[config.mk]
export PLATFORM = sky130hd
export DESIGN_NAME = encoder_knob_brightness_control
export DESIGN_NICKNAME = d
export VERILOG_FILES = /design/src/sv/ekbc_pkg.sv /design/src/sv/encoder_knob_brightness_control.sv
export VERILOG_INCLUDE_DIRS = /design/src /design/src/sv
export SDC_FILE = /design/constraint.sdc
export NUM_CORES = 1
export LEC_CHECK = 0
export BUFFER_PORTS_ARGS = -buffer_cell sky130_fd_sc_hd__buf_2
export CAP_MARGIN = 40
export CORE_UTILIZATION = 52
export CTS_BUF_LIST = sky130_fd_sc_hd__clkbuf_16
export DETAILED_ROUTE_END_ITERATION = 6
export PLACE_DENSITY = 0.76
export SETUP_SLACK_MARGIN = 0.5
export SYNTH_ARGS = -nofsm -noshare
export SYNTH_HDL_FRONTEND = slang
export SYNTH_SLANG_ARGS = --single-unit
[constraint.sdc]
create_clock -name clk -period 5.65 [get_ports clk]
set_input_delay 0.2825 -clock clk [delete_from_list [all_inputs] [get_ports clk]]
set_output_delay 0.2825 -clock clk [all_outputs]
set_load 0.02 [all_outputs]
[src/sv/assert_macros.svh]
// assertion helpers shared by the rtl
`ifndef ASSERT_MACROS_SVH
`define ASSERT_MACROS_SVH

// same-cycle implication, checked out of reset
`define ASSERT_SAME(label, clk, rst_n, ante, cons, msg) \
  label: assert property (@(posedge clk) disable iff (!rst_n) (ante) |-> (cons)) \
    else $error(msg);

// next-cycle implication, checked out of reset
`define ASSERT_NEXT(label, clk, rst_n, ante, cons, msg) \
  label: assert property (@(posedge clk) disable iff (!rst_n) (ante) |=> (cons)) \
    else $error(msg);

`endif

[src/sv/ekbc_pkg.sv]
`default_nettype none
package ekbc_pkg;

  typedef enum logic [1:0] {
    CMD_POLL       = 2'd0,
    CMD_TICK       = 2'd1,
    CMD_SET_ON     = 2'd2,
    CMD_SET_BRIGHT = 2'd3
  } cmd_t;

  typedef enum logic [1:0] {
    REG_DEBOUNCE_TICKS     = 2'd0,
    REG_KNOB_STEP          = 2'd1,
    REG_DEFAULT_BRIGHTNESS = 2'd2
  } reg_idx_t;

  localparam int unsigned ADDR_W = 4;
  localparam int unsigned DATA_W = 32;

  localparam logic signed [7:0] PULSE_LIMIT      = 8'sd127;
  localparam logic        [7:0] LEVEL_MAX        = 8'd255;
  localparam logic        [7:0] BRIGHTNESS_RESET = 8'd128;
  localparam logic        [3:0] DEBOUNCE_RESET   = 4'd3;
  localparam logic        [5:0] STEP_RESET       = 6'd5;
  localparam logic        [7:0] DEFAULT_RESET    = 8'd128;

  typedef struct packed {
    logic [1:0] command;
    logic       enc_a;
    logic       enc_b;
    logic       button_level;
    logic [7:0] set_value;
  } in_t;

  typedef struct packed {
    logic       light_on;
    logic [7:0] brightness_level;
    logic [7:0] drive_level;
    logic       refresh;
  } out_t;

endpackage
`default_nettype wire

[src/sv/encoder_knob_brightness_control.sv]
`default_nettype none
// Rotary-knob light controller. Each accepted input item gives exactly one result, held in
// the output register; a new item is accepted in the same cycle as a waiting result is taken,
// so the sustained rate is one item per cycle while out_stall is low, set by the single
// update of the state registers. Command 0 polls the encoder phases and
// accumulates a pulse count saturating at +/-127; command 1 is a slow tick that debounces
// the button (a press toggles the light, switching on loads the default brightness) and
// then applies half the pending pulses times the step to the brightness, clamped to 0..255;
// commands 2 and 3 set the on flag and the brightness. Registers at byte addresses 0, 4
// and 8: debounce ticks, brightness step, default brightness.
`include "assert_macros.svh"
module encoder_knob_brightness_control (
  input  wire logic                         clk,
  input  wire logic                         rst_n,
  input  wire logic                         in_valid,
  output logic                              in_stall,
  input  wire ekbc_pkg::in_t                in_data,
  output logic                              out_valid,
  input  wire logic                         out_stall,
  output ekbc_pkg::out_t                    out_data,
  input  wire logic                         psel,
  input  wire logic                         penable,
  input  wire logic                         pwrite,
  input  wire logic [ekbc_pkg::ADDR_W-1:0]  paddr,
  input  wire logic [ekbc_pkg::DATA_W-1:0]  pwdata,
  output logic      [ekbc_pkg::DATA_W-1:0]  prdata,
  output logic                              pready
);
  import ekbc_pkg::*;

  // configuration registers
  logic [3:0] dbt_r;
  logic [5:0] step_r;
  logic [7:0] dflt_r;

  // block state
  logic              prev_a_r, prev_a_nxt;
  logic signed [7:0] pend_r, pend_nxt;
  logic              btn_acc_r, btn_acc_nxt;
  logic [3:0]        dbc_r, dbc_nxt;
  logic              on_r, on_nxt;
  logic [7:0]        bright_r, bright_nxt;

  logic out_valid_r;
  out_t out_data_r;
  out_t result;
  logic refresh;
  logic in_acc;
  logic cfg_wr;
  reg_idx_t cfg_idx;
  logic tick_acc, set_on_acc, off_shown;

  // tick datapath
  logic              pressed, btn_change, btn_fire, press_toggle, on_mid;
  logic [3:0]        dbc_inc;
  logic [7:0]        bright_mid, bright_knob;
  logic signed [7:0] pend_adj;
  logic signed [6:0] steps;
  logic signed [13:0] prod, sum;

  assign pready  = 1'b1;
  assign cfg_idx = reg_idx_t'(paddr[3:2]);
  assign cfg_wr  = psel && penable && pwrite;

  always_ff @(posedge clk) begin
    if (!rst_n) begin
      dbt_r  <= DEBOUNCE_RESET;
      step_r <= STEP_RESET;
      dflt_r <= DEFAULT_RESET;
    end else if (cfg_wr) begin
      case (cfg_idx)
        REG_DEBOUNCE_TICKS:     dbt_r  <= pwdata[3:0];
        REG_KNOB_STEP:          step_r <= pwdata[5:0];
        REG_DEFAULT_BRIGHTNESS: dflt_r <= pwdata[7:0];
        default: ;
      endcase
    end
  end

  always_comb begin
    case (cfg_idx)
      REG_DEBOUNCE_TICKS:     prdata = {{(DATA_W-4){1'b0}}, dbt_r};
      REG_KNOB_STEP:          prdata = {{(DATA_W-6){1'b0}}, step_r};
      REG_DEFAULT_BRIGHTNESS: prdata = {{(DATA_W-8){1'b0}}, dflt_r};
      default:                prdata = '0;
    endcase
  end

  // output register frees up when its transfer completes
  assign in_stall  = out_valid_r && out_stall;
  assign in_acc    = in_valid && !in_stall;
  assign out_valid = out_valid_r;
  assign out_data  = out_data_r;

  // button debounce
  assign pressed      = ~in_data.button_level;
  assign btn_change   = (pressed != btn_acc_r);
  assign dbc_inc      = dbc_r + 4'd1;
  assign btn_fire     = btn_change && (dbc_inc >= dbt_r);
  assign press_toggle = btn_fire && pressed;
  assign on_mid       = on_r ^ press_toggle;
  assign bright_mid   = (press_toggle && !on_r) ? dflt_r : bright_r;

  // halve toward zero, then scale by the step
  assign pend_adj = pend_r + $signed({7'b0, pend_r[7]});
  assign steps    = pend_adj[7:1];
  assign prod     = 14'(steps) * 14'($signed({1'b0, step_r}));
  assign sum      = $signed({6'b0, bright_mid}) + prod;

  always_comb begin
    if (sum[13]) begin
      bright_knob = 8'd0;
    end else if (sum[12:8] != 5'd0) begin
      bright_knob = LEVEL_MAX;
    end else begin
      bright_knob = sum[7:0];
    end
  end

  always_comb begin
    prev_a_nxt  = prev_a_r;
    pend_nxt    = pend_r;
    btn_acc_nxt = btn_acc_r;
    dbc_nxt     = dbc_r;
    on_nxt      = on_r;
    bright_nxt  = bright_r;
    refresh     = 1'b0;
    case (cmd_t'(in_data.command))
      CMD_POLL: begin
        if (in_data.enc_a != prev_a_r) begin
          if (in_data.enc_b != prev_a_r) begin
            if (pend_r < PULSE_LIMIT) pend_nxt = pend_r + 8'sd1;
          end else begin
            if (pend_r > -PULSE_LIMIT) pend_nxt = pend_r - 8'sd1;
          end
        end
        prev_a_nxt = in_data.enc_a;
      end
      CMD_TICK: begin
        if (!btn_change || btn_fire) begin
          dbc_nxt = 4'd0;
        end else begin
          dbc_nxt = dbc_inc;
        end
        if (btn_fire) btn_acc_nxt = pressed;
        on_nxt   = on_mid;
        pend_nxt = 8'sd0;
        if (steps != 7'sd0) begin
          bright_nxt = bright_knob;
          refresh    = press_toggle || on_mid;
        end else begin
          bright_nxt = bright_mid;
          refresh    = press_toggle;
        end
      end
      CMD_SET_ON: begin
        on_nxt = (in_data.set_value != 8'd0);
        if ((in_data.set_value != 8'd0) && (bright_r == 8'd0)) bright_nxt = dflt_r;
        refresh = 1'b1;
      end
      CMD_SET_BRIGHT: begin
        bright_nxt = in_data.set_value;
        refresh    = on_r;
      end
      default: ;
    endcase
  end

  always_comb begin
    result.light_on         = on_nxt;
    result.brightness_level = bright_nxt;
    result.drive_level      = on_nxt ? bright_nxt : 8'd0;
    result.refresh          = refresh;
  end

  always_ff @(posedge clk) begin
    if (!rst_n) begin
      prev_a_r    <= 1'b1;
      pend_r      <= 8'sd0;
      btn_acc_r   <= 1'b0;
      dbc_r       <= 4'd0;
      on_r        <= 1'b0;
      bright_r    <= BRIGHTNESS_RESET;
      out_valid_r <= 1'b0;
    end else begin
      if (in_acc) begin
        prev_a_r    <= prev_a_nxt;
        pend_r      <= pend_nxt;
        btn_acc_r   <= btn_acc_nxt;
        dbc_r       <= dbc_nxt;
        on_r        <= on_nxt;
        bright_r    <= bright_nxt;
        out_valid_r <= 1'b1;
      end else if (!out_stall) begin
        out_valid_r <= 1'b0;
      end
    end
  end

  always_ff @(posedge clk) begin
    if (in_acc) out_data_r <= result;
  end

  assign tick_acc   = in_acc && (in_data.command == CMD_TICK);
  assign set_on_acc = in_acc && (in_data.command == CMD_SET_ON) && (in_data.set_value != 8'd0);
  assign off_shown  = out_valid_r && !out_data_r.light_on;

  `ASSERT_SAME(a_pend_sat, clk, rst_n, 1'b1, pend_r != 8'sh80, "pulse count left its range")
  `ASSERT_NEXT(a_tick_clears, clk, rst_n, tick_acc, pend_r == 8'sd0, "tick left pulses")
  `ASSERT_SAME(a_drive_off, clk, rst_n, off_shown, out_data_r.drive_level == '0, "drive while off")
  `ASSERT_NEXT(a_set_on, clk, rst_n, set_on_acc, on_r && out_data_r.refresh, "set-on not applied")

endmodule
`default_nettype wire

==> flow_metrics.py <==
metrics = {
    "run_status": {
        "outcome": "finished with violations",
        "violations": "design-rule violations",
    },
    "cts": {
        "clock_sinks": 60,
        "clockBufferDepth": 2,
        "cts_made_buffers": 9,
        "ctsRootBufferMaster": "clkbuf_16",
        "clkTransAtPathRegs_ns": 0.05,
        "cts_tree": "done",
        "holdBufCountCts": 0,
        "clock_latency_ns": 0.34,
        "htreeDepth": 3,
    },
    "worst_setup_path": {
        "criticalPathCategory": "flip-flop to flip-flop",
        "cp-end-kind": "flip-flop",
        "cp.required_ns": 5.74,
        "path_max_fanout": 6,
        "arrival_ns": 5.58,
        "critPathLaunchType": "flip-flop",
    },
    "layout": {
        "finish.instance_area_sq_um": 7400,
        "mostFrequentLayoutCell": "inv_1",
        "nets": 892,
        "layout_common_cells": "inv_1, buf_2, nor2_1",
        "area_delta_synth_final_pct": 23.47,
        "fillers": 826,
        "drive_above_1_share": 0.2680,
        "n_antenna_cell": 0,
    },
    "synthesis": {
        "yosysWarningCount": 0,
        "async_flop_share": 0,
        "synth_edf_count": 18,
        "synth-seq-cells": 60,
        "syn_avg_cell_area_sq_um": 9.026,
        "synth_cell_types": 66,
        "ys.flop_type": "dfxtp_1",
        "yosysSeqAreaShare": 0.2305,
        "synth_area_sq_um": 5993,
        "synth_cells": 664,
    },
    "route": {
        "drtIter0Drc": 375,
        "first_pass_iters": 7,
        "drc_errors": 1,
        "antenna_left": 0,
        "vias_per_cell": 5.874,
        "avgRoutedWirePerCell_microns": 18.27,
        "vias": 5228,
        "routed_wl_microns": 16260,
    },
    "sta": {
        "drv_slew": 0,
        "hold_viol": 0,
        "relSlewSlack": 0.3514,
        "period_needed_ns": 5.487,
        "worst_slew_pin_slew_ns": 0.9693,
        "setup_viol": 0,
        "worst_slack_ns": 0.1629,
        "tns_ns": 0,
        "fin_skew_ns": 0.005178,
        "max_freq_mhz": 182.2,
        "grt_setup_unrepaired": "true",
        "finalCritPeriodShare": 0.9712,
    },
    "die": {
        "fp-row-count": 38,
        "initial_utilization": 0.5433,
        "core_area_sq_um": 11030,
        "die_area_sq_um": 11960,
        "io_pins": 109,
        "die_x_microns": 109.4,
        "die-height_microns": 109.4,
    },
    "global_route": {
        "globalRouteOverflowTotal": 0,
        "antenna_found_initial": 0,
        "track_usage": 0.2732,
        "grt_max_degree": 26,
        "grt_pass1_vias": 5174,
        "grt_first_pass_wirelength_microns": 25140,
    },
    "placed_design": {
        "placed_area_sq_um": 6754,
        "portBuffers": 57,
        "pre_cts_ws_ns": -0.1212,
        "hpwl_microns": 11710,
        "gp_congestion": 0.8881,
    },
    "power_and_ir_drop": {
        "peakVddDrop_v": 0.0003210,
        "p_leak_nw": 3.294,
        "total_power_mw": 1.546,
        "p_per_area_nw_per_um2": 209.0,
    },
    "flow_run": {
        "cap_violations": 0,
    },
    "hold_path": {
        "hp-class": "input pin to flip-flop",
    },
}
-- metal layers --
metal  track usage  vias up  share of wire
li1              -     2439              -
met1        0.3353     2530           0.41
met2        0.4780      222           0.51
met3       0.05216       37          0.060
met4       0.09429        0          0.019
met5             0        -              0
-- repair_timing --
item / CTS / global route
cloned: 1 / 0
setup buffers: 5 / 2
endpoints found under the setup margin: 24 / 24
gates resized for setup: 31 / 13
pin swaps: 17 / 14
-- Yosys cell counts (all sizes together), types with 6 or more instances --
| cell type | n | area [sq um] |
|---|---|---|
| inv | 62 | 232.7 |
| ha | 52 | 650.6 |
| nor2 | 47 | 183.9 |
| dfxtp | 42 | 840.8 |
| fa | 39 | 780.8 |
| nand2 | 36 | 135.1 |
| and2 | 32 | 200.2 |
| buf | 32 | 247.7 |
| mux2i | 28 | 280.3 |
| a21oi | 23 | 115.1 |
| nor3 | 22 | 121.4 |
| clkbuf | 21 | 110.1 |
| o21ai | 20 | 103.9 |
| xnor2 | 19 | 166.4 |
| edfxtp | 18 | 540.5 |
| nor2b | 15 | 93.84 |
| nand3 | 13 | 70.07 |
| nand2b | 12 | 75.07 |
| o22ai | 12 | 87.58 |
| a21o | 10 | 76.32 |
| a31oi | 9 | 56.30 |
| xor2 | 9 | 78.83 |
| o31ai | 8 | 60.06 |
| mux2 | 7 | 78.83 |
| a221o | 6 | 60.06 |
| o221ai | 6 | 52.55 |
| o32ai | 6 | 52.55 |
-- worst max-delay path: stages (launching register included) --
cell,delay (ns)
dfxtp_1,0.40
nand3_1,0.18
xnor2_2,0.19
ha_1,0.34
a21oi_4,0.08
nor3_4,0.20
ha_4,0.25
mux2_4,0.33
inv_2,0.06
fa_1,0.42
fa_1,0.51
inv_1,0.05
fa_1,0.48
ha_4,0.21
a2111oi_4,0.28
o21ai_2,0.13
buf_4,0.16
a21oi_4,0.21
o22ai_4,0.14
nor3_4,0.33
o31ai_4,0.08
and3_1,0.19
-- cell families (layout without fill, tap and decap cells) --
| group | Yosys count | count (layout) | synth area share |
|---|---|---|---|
| muxes | 35 | 35 | 0.05992 |
| other | 2 | 25 | 0.001253 |
| AOI/OAI and AO/OA | 131 | 132 | 0.1543 |
| DFF | 60 | 60 | 0.2305 |
| xor gates and xnor gates | 28 | 28 | 0.04092 |
| adders and majority gates | 91 | 91 | 0.2388 |
| and+or+nand+nor | 201 | 201 | 0.1752 |
| buffers and inverters | 116 | 178 | 0.09916 |
-- sequential cells by signal (all words and copies together), names as in the netlist --
name / flops
out_valid: 1
dbc_r: 4
dflt_r: 8
dbt_r: 4
btn_acc_r: 1
prev_a_r: 1
step_r: 6
bright_r: 8
out_data: 18
pend_r: 8
on_r: 1
-- area by class of cell --
| type | count | area (sq um) | share of cell area |
|---|---|---|---|
| multi-input cells | 512 | 4669 | 0.6310 |
| inverters | 63 | 236.5 | 0.03196 |
| well taps | 140 | 175.2 | 0.02367 |
| repair buffers | 99 | 621.8 | 0.08404 |
| flip-flops and latches | 60 | 1396 | 0.1887 |
| clock buffers | 11 | 275.3 | 0.03720 |
| clock inverters | 5 | 25.02 | 0.003382 |
-- worst paths after layout --
kind	from	to	slack [ns]	cells after the start
worst max-delay path	dbc_r[2]	out_data[8]	0.16	21
worst min-delay path	pwdata[7]	dflt_r[7]	0.18	3
worst max register to register	dbc_r[2]	out_data[8]	0.16	21
worst min register to register	on_r	on_r	0.53	2
-- where the power goes --
part           total (mW)  leakage (nW)  switching (mW)  internal, mW
clock network       0.544         0.160           0.199         0.345
logic               0.508          2.61           0.305         0.203
registers           0.495         0.526          0.0223         0.472
total                1.55          3.29           0.526          1.02
-- per-stage QoR --
stage               instances  hold WS [ns]    util
floorplan                 687        0.3781       -
global placement          864        0.4848  0.6093
detailed placement        866        0.5181  0.6123
CTS                       888        0.1818  0.6607
global route              890        0.1890  0.6708
finish                    890        0.1832  0.6708
Power figures use the tool's default switching activity.
